--- config.mk ---
export PLATFORM = sky130hd
export DESIGN_NAME = tag_content_type_sniffer_top
export DESIGN_NICKNAME = d
export VERILOG_FILES = /design/src/design/tcts_pkg.sv /design/src/design/tcts_step.sv /design/src/design/tag_content_type_sniffer_top.sv
export SDC_FILE = /design/constraint.sdc
export NUM_CORES = 1
export LEC_CHECK = 0
export BUFFER_PORTS_ARGS = -buffer_cell sky130_fd_sc_hd__buf_2
export CAP_MARGIN = 20
export CORE_ASPECT_RATIO = 1.25
export CORE_MARGIN = 5
export CORE_UTILIZATION = 40
export CTS_CLUSTER_DIAMETER = 200
export DETAILED_ROUTE_END_ITERATION = 10
export PLACE_DENSITY = 0.69
export SYNTH_ARGS = -nofsm -noshare
export SYNTH_HDL_FRONTEND = slang
export SYNTH_HIERARCHICAL = 1
export SYNTH_SLANG_ARGS = --single-unit
--- constraint.sdc ---
create_clock -name i_clk -period 2.71 [get_ports i_clk]
set_input_delay 0.271 -clock i_clk [delete_from_list [all_inputs] [get_ports i_clk]]
set_output_delay 0.271 -clock i_clk [all_outputs]
set_load 0.01 [all_outputs]
--- src/design/tcts_pkg.sv ---
`timescale 1ns / 1ps
// ----------------------------------------------------------------------------
// tcts_pkg
// Shared types and constants of the content type sniffer: class codes,
// character codes and the per-item state record.
// ----------------------------------------------------------------------------
package tcts_pkg;

    localparam int unsigned CH_W    = 8;
    localparam int unsigned CLASS_W = 4;
    localparam int unsigned LEN_W   = 3;

    typedef logic [CLASS_W-1:0] t_class;
    typedef logic [CH_W-1:0]    t_char;
    typedef logic [LEN_W-1:0]   t_len;

    // Content class codes.
    localparam t_class CLS_NONE         = 4'd0;
    localparam t_class CLS_BOOL         = 4'd1;
    localparam t_class CLS_CLASSREF     = 4'd2;
    localparam t_class CLS_INT          = 4'd3;
    localparam t_class CLS_DOUBLE       = 4'd4;
    localparam t_class CLS_STRING       = 4'd5;
    localparam t_class CLS_LIST_OFFSET  = 4'd5;
    localparam t_class CLS_QUADVEC      = 4'd11;
    localparam t_class CLS_QUADVEC_LIST = 4'd12;

    // Character codes.
    localparam t_char CH_HASH   = 8'h23;
    localparam t_char CH_LPAREN = 8'h28;
    localparam t_char CH_RPAREN = 8'h29;
    localparam t_char CH_DOT    = 8'h2E;
    localparam t_char CH_MINUS  = 8'h2D;
    localparam t_char CH_NL     = 8'h0A;
    localparam t_char CH_TAB    = 8'h09;
    localparam t_char CH_SPACE  = 8'h20;
    localparam t_char CH_ZERO   = 8'h30;
    localparam t_char CH_NINE   = 8'h39;
    localparam t_char CH_T      = 8'h74;
    localparam t_char CH_F      = 8'h66;

    localparam t_len LEN_MAX   = 3'd7;
    localparam t_len TRUE_LEN  = 3'd4;
    localparam t_len FALSE_LEN = 3'd5;

    // Sniffer state carried from one item to the next.
    typedef struct packed {
        t_class detect_class;
        logic   in_token;
        logic   list_pending;
        logic   bool_polarity;
        t_len   token_length;
        logic   confirmed;
    } t_state;

    localparam t_state STATE_RESET = '{
        detect_class:  CLS_NONE,
        in_token:      1'b0,
        list_pending:  1'b0,
        bool_polarity: 1'b0,
        token_length:  '0,
        confirmed:     1'b0
    };

    // Keyword character at a given position ("true" or "false").
    function automatic t_char kw_char(input logic polarity, input t_len pos);
        t_char c;
        c = 8'h00;
        if (polarity) begin
            case (pos)
                3'd0:    c = 8'h74; // t
                3'd1:    c = 8'h72; // r
                3'd2:    c = 8'h75; // u
                3'd3:    c = 8'h65; // e
                default: c = 8'h00;
            endcase
        end else begin
            case (pos)
                3'd0:    c = 8'h66; // f
                3'd1:    c = 8'h61; // a
                3'd2:    c = 8'h6C; // l
                3'd3:    c = 8'h73; // s
                3'd4:    c = 8'h65; // e
                default: c = 8'h00;
            endcase
        end
        return c;
    endfunction

endpackage

--- src/design/tcts_step.sv ---
`timescale 1ns / 1ps
// ----------------------------------------------------------------------------
// tcts_step
// Next-state logic of the sniffer for one character.
// ----------------------------------------------------------------------------
module tcts_step
    import tcts_pkg::*;
(
    input  t_state i_state,
    input  t_char  i_ch,
    output t_state o_state
);

    logic   is_space;
    logic   is_digit;
    logic   kw_ok;
    t_len   kw_len;
    t_state s;

    assign is_space = (i_ch == CH_NL) || (i_ch == CH_SPACE) || (i_ch == CH_TAB);
    assign is_digit = (i_ch >= CH_ZERO) && (i_ch <= CH_NINE);
    assign kw_len   = i_state.bool_polarity ? TRUE_LEN : FALSE_LEN;
    assign kw_ok    = (i_state.token_length < kw_len) &&
                      (kw_char(i_state.bool_polarity, i_state.token_length) == i_ch);

    always_comb begin
        s = i_state;
        if (!i_state.confirmed) begin
            if (!i_state.in_token) begin
                if (!is_space) begin
                    s.in_token = 1'b1;
                    if (i_state.list_pending) begin
                        // A second token turns the candidate into its list form.
                        if (i_state.detect_class < CLS_QUADVEC) begin
                            s.detect_class = i_state.detect_class + CLS_LIST_OFFSET;
                        end else if (i_state.detect_class == CLS_QUADVEC) begin
                            s.detect_class = CLS_QUADVEC_LIST;
                        end
                        s.confirmed = 1'b1;
                    end else begin
                        s.token_length = 3'd1;
                        if (i_ch == CH_T) begin
                            s.bool_polarity = 1'b1;
                            s.detect_class  = CLS_BOOL;
                        end else if (i_ch == CH_F) begin
                            s.bool_polarity = 1'b0;
                            s.detect_class  = CLS_BOOL;
                        end else if (i_ch == CH_MINUS || is_digit) begin
                            s.detect_class = CLS_INT;
                        end else if (i_ch == CH_HASH) begin
                            s.detect_class = CLS_CLASSREF;
                        end else if (i_ch == CH_LPAREN) begin
                            s.detect_class = CLS_QUADVEC;
                        end else begin
                            s.detect_class = CLS_STRING;
                        end
                    end
                end
            end else if (i_state.detect_class == CLS_QUADVEC) begin
                // Only the closing parenthesis ends a quad vector token.
                if (i_ch == CH_RPAREN) begin
                    s.in_token     = 1'b0;
                    s.token_length = '0;
                    s.list_pending = 1'b1;
                end
            end else if (is_space) begin
                s.in_token     = 1'b0;
                s.token_length = '0;
                s.list_pending = 1'b1;
            end else begin
                case (i_state.detect_class)
                    CLS_BOOL: begin
                        if (!kw_ok) begin
                            s.detect_class = CLS_STRING;
                        end
                    end
                    CLS_INT: begin
                        if (i_ch == CH_DOT) begin
                            s.detect_class = CLS_DOUBLE;
                        end else if (!is_digit) begin
                            s.detect_class = CLS_STRING;
                        end
                    end
                    CLS_DOUBLE: begin
                        if (!is_digit) begin
                            s.detect_class = CLS_STRING;
                        end
                    end
                    default: begin
                    end
                endcase
                if (i_state.token_length < LEN_MAX) begin
                    s.token_length = i_state.token_length + 3'd1;
                end
            end
        end
    end

    assign o_state = s;

endmodule

--- src/design/tag_content_type_sniffer_top.sv ---
`timescale 1ns / 1ps
// ----------------------------------------------------------------------------
// tag_content_type_sniffer_top
// Classifies a text value streamed one character per item.
// ----------------------------------------------------------------------------
// The block takes one character item per clock and reports the content class
// (none, bool, class reference, integer, decimal, string, quad vector, or a
// list of one of these) once, for the item flagged last, after which it
// returns to its reset state for the next value. Each character is captured
// in an input register, from which the classification state is updated by
// a short piece of combinational logic; the class of a last item is loaded
// into an output register. Items are accepted back to back at one per clock
// while no stall holds them. The only stall comes from the output side:
// a last item waits in the input register while an earlier class has not
// been taken, and the input then stops accepting until the output register
// frees up.
// ----------------------------------------------------------------------------
module tag_content_type_sniffer_top
    import tcts_pkg::*;
(
    input  logic         i_clk,
    input  logic         i_rst_n,
    input  logic         i_in_valid,
    output logic         o_in_ready,
    input  logic [7:0]   i_ch,
    input  logic         i_last,
    output logic         o_out_valid,
    input  logic         i_out_ready,
    output logic [3:0]   o_content_class
);

    // Input register.
    logic   r_in_valid;
    t_char  r_ch;
    logic   r_last;

    // Classification state.
    t_state r_state;
    t_state n_state;

    // Output register.
    logic   r_out_valid;
    t_class r_class;

    logic   out_free;
    logic   advance;

    // A character without the last flag produces no result and always moves
    // on; a last character needs a free output register.
    assign out_free   = !r_out_valid || i_out_ready;
    assign advance    = r_in_valid && (!r_last || out_free);
    assign o_in_ready = !r_in_valid || advance;

    tcts_step u_step (
        .i_state (r_state),
        .i_ch    (r_ch),
        .o_state (n_state)
    );

    always_ff @(posedge i_clk) begin
        if (!i_rst_n) begin
            r_in_valid  <= 1'b0;
            r_state     <= STATE_RESET;
            r_out_valid <= 1'b0;
        end else begin
            if (o_in_ready) begin
                r_in_valid <= i_in_valid;
            end
            if (advance) begin
                // The value ends with a last item: state returns to reset.
                r_state <= r_last ? STATE_RESET : n_state;
            end
            if (advance && r_last) begin
                r_out_valid <= 1'b1;
            end else if (i_out_ready) begin
                r_out_valid <= 1'b0;
            end
        end
    end

    // Payload registers need no reset.
    always_ff @(posedge i_clk) begin
        if (o_in_ready && i_in_valid) begin
            r_ch   <= i_ch;
            r_last <= i_last;
        end
        if (advance && r_last) begin
            r_class <= n_state.detect_class;
        end
    end

    assign o_out_valid     = r_out_valid;
    assign o_content_class = r_class;

endmodule
-- Yosys cells after proc, flatten, opt, wreduce, memory -nomap -nowiden
Index checks and enable logic that the tools add are counted.
- bits in registers: 26
- word-level logic and storage cells: 109
- add/sub/neg operators: 2
- $lt $le $gt $ge: 5
- equal/unequal tests: 28
- mux-type cells: 40
- reductions and logical operators: 23
- operators by type and width (kind ; number):
    4-bit 2-to-1 mux ; 14
    8-bit by 6-bit == test with 1-bit output (second input constant) ; 6
    7-bit one-hot mux with 5 select lines ; 1
    7-bit one-hot mux with 4 select lines ; 1
    11-bit 2-to-1 mux ; 2
    8-bit by 4-bit == test with 1-bit output (second input constant) ; 2
    8-bit by 7-bit == test with 1-bit output (second input constant) ; 2
    3-bit 2-to-1 mux ; 5
    5-bit 2-to-1 mux ; 3
    4-bit one-hot mux with 3 select lines ; 1
    6-bit AND reduction ; 2
    1-bit 2-to-1 mux ; 9
    8-bit == test ; 1
    8-bit by 6-bit >= comparator with 1-bit output (second input constant) ; 1
    8-bit by 6-bit <= comparator with 1-bit output (second input constant) ; 1
    8-bit 2-to-1 mux ; 1
    2-bit != test (second input constant) ; 4
    3-bit by 2-bit == test with 1-bit output (second input constant) ; 2
    1-bit logical OR ; 6
    2-bit 2-to-1 mux ; 3
    3-bit != test (second input constant) ; 2
    3-bit nonzero test ; 2
    1-bit logical AND ; 5
    5-bit by 2-bit != test with 1-bit output (second input constant) ; 1
    other kinds (18) ; 21

-- Longest topological paths before layout
Gate-level depths: netlist (run 1).
- depth after elaboration: 12
- gate-level depth with buffers: 10
- depth with buffers taken out: 9

-- Cells and area by module
Netlist (run 1), hierarchy kept.
- by module, submodules not included (module ; instances ; cells an instance ; area an instance (um^2) ; sequential area each (um^2)):
    tcts_step ; 1 ; 171 ; 1124.8 ; 0.0
    tag_content_type_sniffer_top ; 1 ; 51 ; 848.3 ; 650.6

-- Worst setup path after synthesis (run 1)
OpenSTA, ideal clock, no wires.
- path kind: flip-flop to flip-flop
- start: reg r_state[2] in the netlist's numbering
- end: reg r_state[8] in the netlist's numbering
- library setup time: 59 ps
- arrival: 2397 ps
- required time: 2651 ps
- setup slack: 254 ps
- stages on the path, launching flop included: 10
- cells stage by stage: dfxtp_1 -> inv_1 -> ha_1 -> or4_1 -> a21oi_1 -> mux2i_1 -> nand3_1 -> a2111oi_2 -> a311o_1 -> a22o_1
- RTL lines (what ; RTL line ; RTL):
    from (decl) ; tag_content_type_sniffer_top.sv:38 ; t_state r_state;
    from (signal assigned) ; tag_content_type_sniffer_top.sv:71 ; r_state <= r_last ? STATE_RESET : n_state;

==> results of run 1 <==
path summary, 6_finish.rpt:
path	endpoint	cells after the start	startpoint	slack, ns
hold / removal	r_ch[1]$_DFFE_PP_	1	i_ch[1]	0.17
hold reg to reg	r_state[1]$_SDFFE_PN0P_	1	r_state[1]$_SDFFE_PN0P_	0.55
setup reg to reg	r_state[8]$_SDFFE_PN0P_	6	r_ch[7]$_DFFE_PP_	0.17
setup / recovery	r_state[8]$_SDFFE_PN0P_	6	r_ch[7]$_DFFE_PP_	0.17
where the power goes:
group	switching, mW	internal (mW)	total [mW]
Sequential	0.0234	0.428	0.452
Clock	0.127	0.161	0.288
Combinational	0.0762	0.0587	0.135
worst register-to-register path: cells and delay by family (launching register included):
kind,cells,cell delay [ns]
AOI/OAI and AO/OA,4,1.14
DFF,1,0.52
and+or+nand+nor,2,0.80
routing by layer:
layer	wire length (um)	track usage, %	vias up
met5	0	0	-
met4	129	7.72	0
met3	280	2.27	10
met2	2450	27.3	74
met1	2090	20.9	839
li1	-	-	885
flip-flops by register name (all words and copies together), names as in the netlist:
signal / count
o_content_class: 4
o_out_valid: 1
r_ch: 8
r_in_valid: 1
r_last: 1
r_state: 11
cell type report:
type                            count  area, um2
Inverter                           12       45.0
Multi-Input combinational cell    172       1230
Timing Repair Buffer               26        150
Sequential cell                    26        654
Clock buffer                        4       66.3
Fill cell                         478       2540
Tap cell                           60       75.1
kinds of logic (layout without fill, tap and decap cells):
| group | after synthesis | in the layout | synth area share [%] |
|---|---|---|---|
| AOI/OAI and AO/OA | 78 | 78 | 29.3 |
| and+or+nand+nor | 78 | 78 | 23.1 |
| DFF | 26 | 26 | 33.0 |
| buffers and inverters | 24 | 42 | 5.52 |
| adders and majority gates | 8 | 8 | 5.07 |
| xor gates and xnor gates | 5 | 5 | 2.22 |
| muxes | 3 | 3 | 1.78 |
repair_timing:
action                                  in CTS  in global routing
endpoints found under the setup margin       0                  6
buffers inserted                             0                  0
gates resized for setup                      0                  6
synthesized netlist by cell type (4+ instances only):
master     n
nor2_1    16
nand2_1   14
dfxtp_1   13
edfxtp_1  13
a21oi_1   11
a22o_1    11
inv_1     11
o21ai_0   11
nor2b_1   10
ha_1       8
clkbuf_1   6
nand2b_1   6
nand3_1    5
nor3_1     5
a22oi_1    4
a31oi_1    4
o211ai_1   4
o21ai_1    4
o31ai_1    4
xnor2_1    4
==> results_dict.tcl, run 1 <==
set metrics [dict create \
    dp_slack_ns 0.130 \
    postLayoutSetupSlackWorst_ns 0.173 \
    synthToLayoutAreaGrowth_pct 12.6 \
    fin_crit_sh_pct 93.6 \
    whs_ns 0.169 \
    firstDrtPassIters 5 \
    utilization_pct 46.6 \
    clk_pin_slew_ns 0.10 \
    portBuffers 18 \
    drv_cap 0 \
    yosysUniqueCellTypes 62 \
    synth_edf_count 13 \
    p_leak_nw 0.777 \
    drv_slew 0 \
    outcome "completed" \
    placed_cell_area_um2 2130 \
    drc 0 \
    clockBufferDepth 2 \
    yosys.area.top_type "edfxtp_1" \
    layout_commonest_cell "buf_2" \
    slew_headroom_pct 54.8 \
    yosys_warnings 6 \
    crit_chain "nor4_2 -> a21oi_1 -> nor4b_1 -> a221o_1 -> a311o_1 -> a22o_1" \
    path_max_fanout 6 \
    max_clock_freq_ghz 0.394 \
    initial_core_util_pct 41.4 \
    io_pins 19 \
    syn_area_um2 1970 \
    ys_ff_latch 26 \
    diodes 0 \
    grt_pass1_vias 1722 \
    power_mw 0.874 \
    cts_buffers 3 \
    place_inst 296 \
    start_kind "flip-flop" \
    rows 28 \
    path_class "reg -> reg" \
    worst_skew_pair.late_latency_ns 0.27 \
    async_flop_share_pct 0 \
    syn_area_per_cell_um2 8.89 \
    period_minus_slack_ns 2.54 \
    avgRoutedWirePerCell_um 16.5 \
    synth_ff_type "edfxtp_1" \
    critical_path_required_ns 2.88 \
    htreeDepth 1 \
    gr-total-overflow 0 \
    grt_usage_pct 16.4 \
    path_delay_family "compound AO/OA/AOI/OAI gates" \
    grt_max_degree 16 \
    netlist_instances 222 \
    ir_drop_v 0.000238 \
    worst_clock_skew_ns 0.00504 \
    hpwlAfterDp_um 3660 \
    drt_wl_total_um 4950 \
    dieHeight_um 88.5 \
    worstMarginPinSlew_ns 0.677 \
    drive_gt1_share_pct 20.0 \
    holdBufCountCts 0 \
    final_cell_mix "buf_2 (18), nor2_1 (16), nand2_1 (14), edfxtp_1 (13), dfxtp_1 (12)" \
    vias_per_cell 6.03 \
    core_area_um2 4760 \
    hold_viol 0 \
    path_buf_inv 0 \
    critPathArrivalTime_ns 2.71 \
    yosysSeqAreaShare_pct 33.0 \
    synth_fp_nets 243 \
    die-area_um2 6450 \
    ant_nets 0 \
    grt_pass1_wl_um 8290 \
    root_buffer "clkbuf_8" \
    antenna_found_initial 0 \
    setup_viol_count_final 0 \
    design_area_um2 2220 \
    gp_congestion 0.898 \
    clock-sinks 26 \
    synth_top_area_share_pct 19.8 \
    synth_area_leaders "edfxtp_1 (20%), dfxtp_1 (13%), ha_1 (5.1%)" \
    vias 1808 \
    power_density_nw_per_um2 394 \
    fin_nets 262 \
    setup_tns_ns 0 \
    stdcell_count 300 \
    slowest_stage "nor4_2" \
    rsz0062_at_grt "false" \
    die_width_um 72.8 \
    min_path_type "in -> reg" \
    cts_tree "done" \
    drt_iter0_drc 144 \
    max_stage_delay_ns 0.60 \
    critPathCaptureType "flip-flop" \
]
No activity file was read; power rests on OpenSTA's default activity.
==> inputs of run 2 (changes only) <==
--- a/config.mk
+++ b/config.mk
@@ -5,14 +5,16 @@
 export SDC_FILE = /design/constraint.sdc
 export NUM_CORES = 1
 export LEC_CHECK = 0
-export BUFFER_PORTS_ARGS = -buffer_cell sky130_fd_sc_hd__buf_2
 export CAP_MARGIN = 20
 export CORE_ASPECT_RATIO = 1.25
 export CORE_MARGIN = 5
 export CORE_UTILIZATION = 40
 export CTS_CLUSTER_DIAMETER = 200
+export CTS_CLUSTER_SIZE = 20
 export DETAILED_ROUTE_END_ITERATION = 10
-export PLACE_DENSITY = 0.69
+export DONT_BUFFER_PORTS = 1
+export PLACE_DENSITY = 0.65
+export SETUP_SLACK_MARGIN = 0.1
 export SYNTH_ARGS = -nofsm -noshare
 export SYNTH_HDL_FRONTEND = slang
 export SYNTH_HIERARCHICAL = 1
==> results_dict.tcl, run 2 (same netlist as run 1, synthesis figures left out) <==
set metrics [dict create \
    whs_ns 0.0894 \
    initial_core_util_pct 41.4 \
    rsz0062_at_grt "true" \
    drt_iter0_drc 98 \
    avgRoutedWirePerCell_um 17.4 \
    diodes 0 \
    setup_viol_count_final 0 \
    hpwlAfterDp_um 3730 \
    holdBufCountCts 0 \
    r2r_start "r_state[1]$_SDFFE_PN0P_" \
    critPathArrivalTime_ns 2.69 \
    antenna_found_initial 0 \
    die_width_um 72.8 \
    drv_slew 0 \
    r2r-end "r_state[8]$_SDFFE_PN0P_" \
    r2r_slack_ns 0.24 \
    dieHeight_um 88.5 \
    slew_headroom_pct 52.5 \
    worst_clock_skew_ns 0.00815 \
    outcome "completed" \
    hold_viol 0 \
    path_max_fanout 8 \
    grt_pass1_vias 1657 \
    path_class "reg -> reg" \
    final_cell_mix "nor2_1 (16), nand2_1 (14), edfxtp_1 (13)" \
    critPathCaptureType "flip-flop" \
    clockBufferDepth 2 \
    worstMarginPinSlew_ns 0.711 \
    worst_skew_pair.late_latency_ns 0.28 \
    firstDrtPassIters 4 \
    drv_cap 0 \
    holdPathEnd "r_ch[6]$_DFFE_PP_" \
    whs_path_depth 0 \
    hp-start "i_ch[6]" \
    path_buf_inv 1 \
    cts_buffers 3 \
    max_stage_delay_ns 0.40 \
    gp_congestion 0.868 \
    path_delay_family "compound AO/OA/AOI/OAI gates" \
    grt_max_degree 16 \
    root_buffer "clkbuf_8" \
    grt_usage_pct 16.1 \
    drc 0 \
    max_clock_freq_ghz 0.405 \
    portBuffers 0 \
    drt_wl_total_um 4920 \
    vias_per_cell 6.13 \
    htreeDepth 1 \
    top_register "r_state" \
    p_leak_nw 0.707 \
    placed_cell_area_um2 2040 \
    largest_register_ff_count 11 \
    drive_gt1_share_pct 14.3 \
    setup_tns_ns 0 \
    vias 1735 \
    rows 28 \
    gr-total-overflow 0 \
    fin_crit_sh_pct 91.1 \
    io_pins 19 \
    slowest_stage "dfxtp_4" \
    clock-sinks 26 \
    crit_chain "inv_1 -> ha_1 -> mux2_4 -> a211o_1 -> a221oi_2 -> nand3_1 -> a2111oi_4 -> a311o_1 -> a22o_1" \
    critical_path_required_ns 2.94 \
    cts_tree "done" \
    start_kind "flip-flop" \
    power_density_nw_per_um2 389 \
    grt_pass1_wl_um 8030 \
    core_area_um2 4760 \
    clk_pin_slew_ns 0.10 \
    synthToLayoutAreaGrowth_pct 8.56 \
    die-area_um2 6450 \
    period_minus_slack_ns 2.47 \
    utilization_pct 45.0 \
    fin_nets 245 \
    min_path_type "in -> reg" \
    ant_nets 0 \
    rr_worst_depth 9 \
    design_area_um2 2140 \
    layout_commonest_cell "nor2_1" \
    ir_drop_v 0.000356 \
]
==> run 2: metrics by stage <==
| stage | instances | setup slack, ns | total power, mW |
|---|---|---|---|
| global route | 283 | 0.0898 | 0.865 |
| CTS | 282 | 0.105 | 0.834 |
| finish | 283 | 0.242 | 0.833 |
| detailed placement | 278 | 0.114 | 0.580 |
| global placement | 278 | 0.203 | 0.579 |
| floorplan | 222 | 0.254 | 0.553 |
==> run 2: worst register-to-register path: cells and delay by family (launching register included) <==
kind                     cells  cell delay, ns
AO/OA/AOI/OAI                5            1.22
flip-flops                   1            0.40
multiplexers                 1            0.29
adder cells (fa/ha/maj)      1            0.27
AND/OR/NAND/NOR              1            0.16
buffers and inverters        1            0.08
==> run 2: report_power, final <==
| group | switching (mW) | total [mW] | internal (mW) |
|---|---|---|---|
| Sequential | 0.0237 | 0.452 | 0.429 |
| Clock | 0.128 | 0.258 | 0.130 |
| Combinational | 0.0718 | 0.123 | 0.0512 |
| Total | 0.223 | 0.833 | 0.610 |
==> run 2: area by class of cell <==
| cell class | instances | area (um2) |
|---|---|---|
| fillers | 494 | 2620 |
| multi-input cells | 172 | 1240 |
| flip-flops and latches | 26 | 656 |
| well taps | 60 | 75.1 |
| repair buffers | 9 | 67.6 |
| clock buffers | 4 | 55.1 |
| inverters | 12 | 45.0 |
==> run 2: worst max-delay path by stage <==
stage / startpoint / to / slack, ns / cells past startpoint
after floorplan: r_state[2]$_SDFFE_PN0P_ / r_state[8]$_SDFFE_PN0P_ / 0.25 / 9
after global placement: r_state[1]$_SDFFE_PN0P_ / r_state[8]$_SDFFE_PN0P_ / 0.20 / 9
after detailed placement: r_state[1]$_SDFFE_PN0P_ / r_state[7]$_SDFFE_PN0P_ / 0.11 / 9
after CTS: r_state[1]$_SDFFE_PN0P_ / r_state[7]$_SDFFE_PN0P_ / 0.10 / 9
after global routing: r_state[1]$_SDFFE_PN0P_ / r_state[9]$_SDFFE_PN0P_ / 0.09 / 9
final: r_state[1]$_SDFFE_PN0P_ / r_state[8]$_SDFFE_PN0P_ / 0.24 / 9
==> run 2: layer usage <==
layer	GRT usage, %	vias up	part of all wire [%]
met2	28.2	41	50
met4	8.39	0	3.8
li1	-	851	-
met5	0	-	0
met1	18.8	828	43
met3	2.39	15	2.9
==> run 2: timing repair <==
item,CTS,global route
gates resized for setup,0,9
setup buffers,0,1
endpoints found under the setup margin,0,6
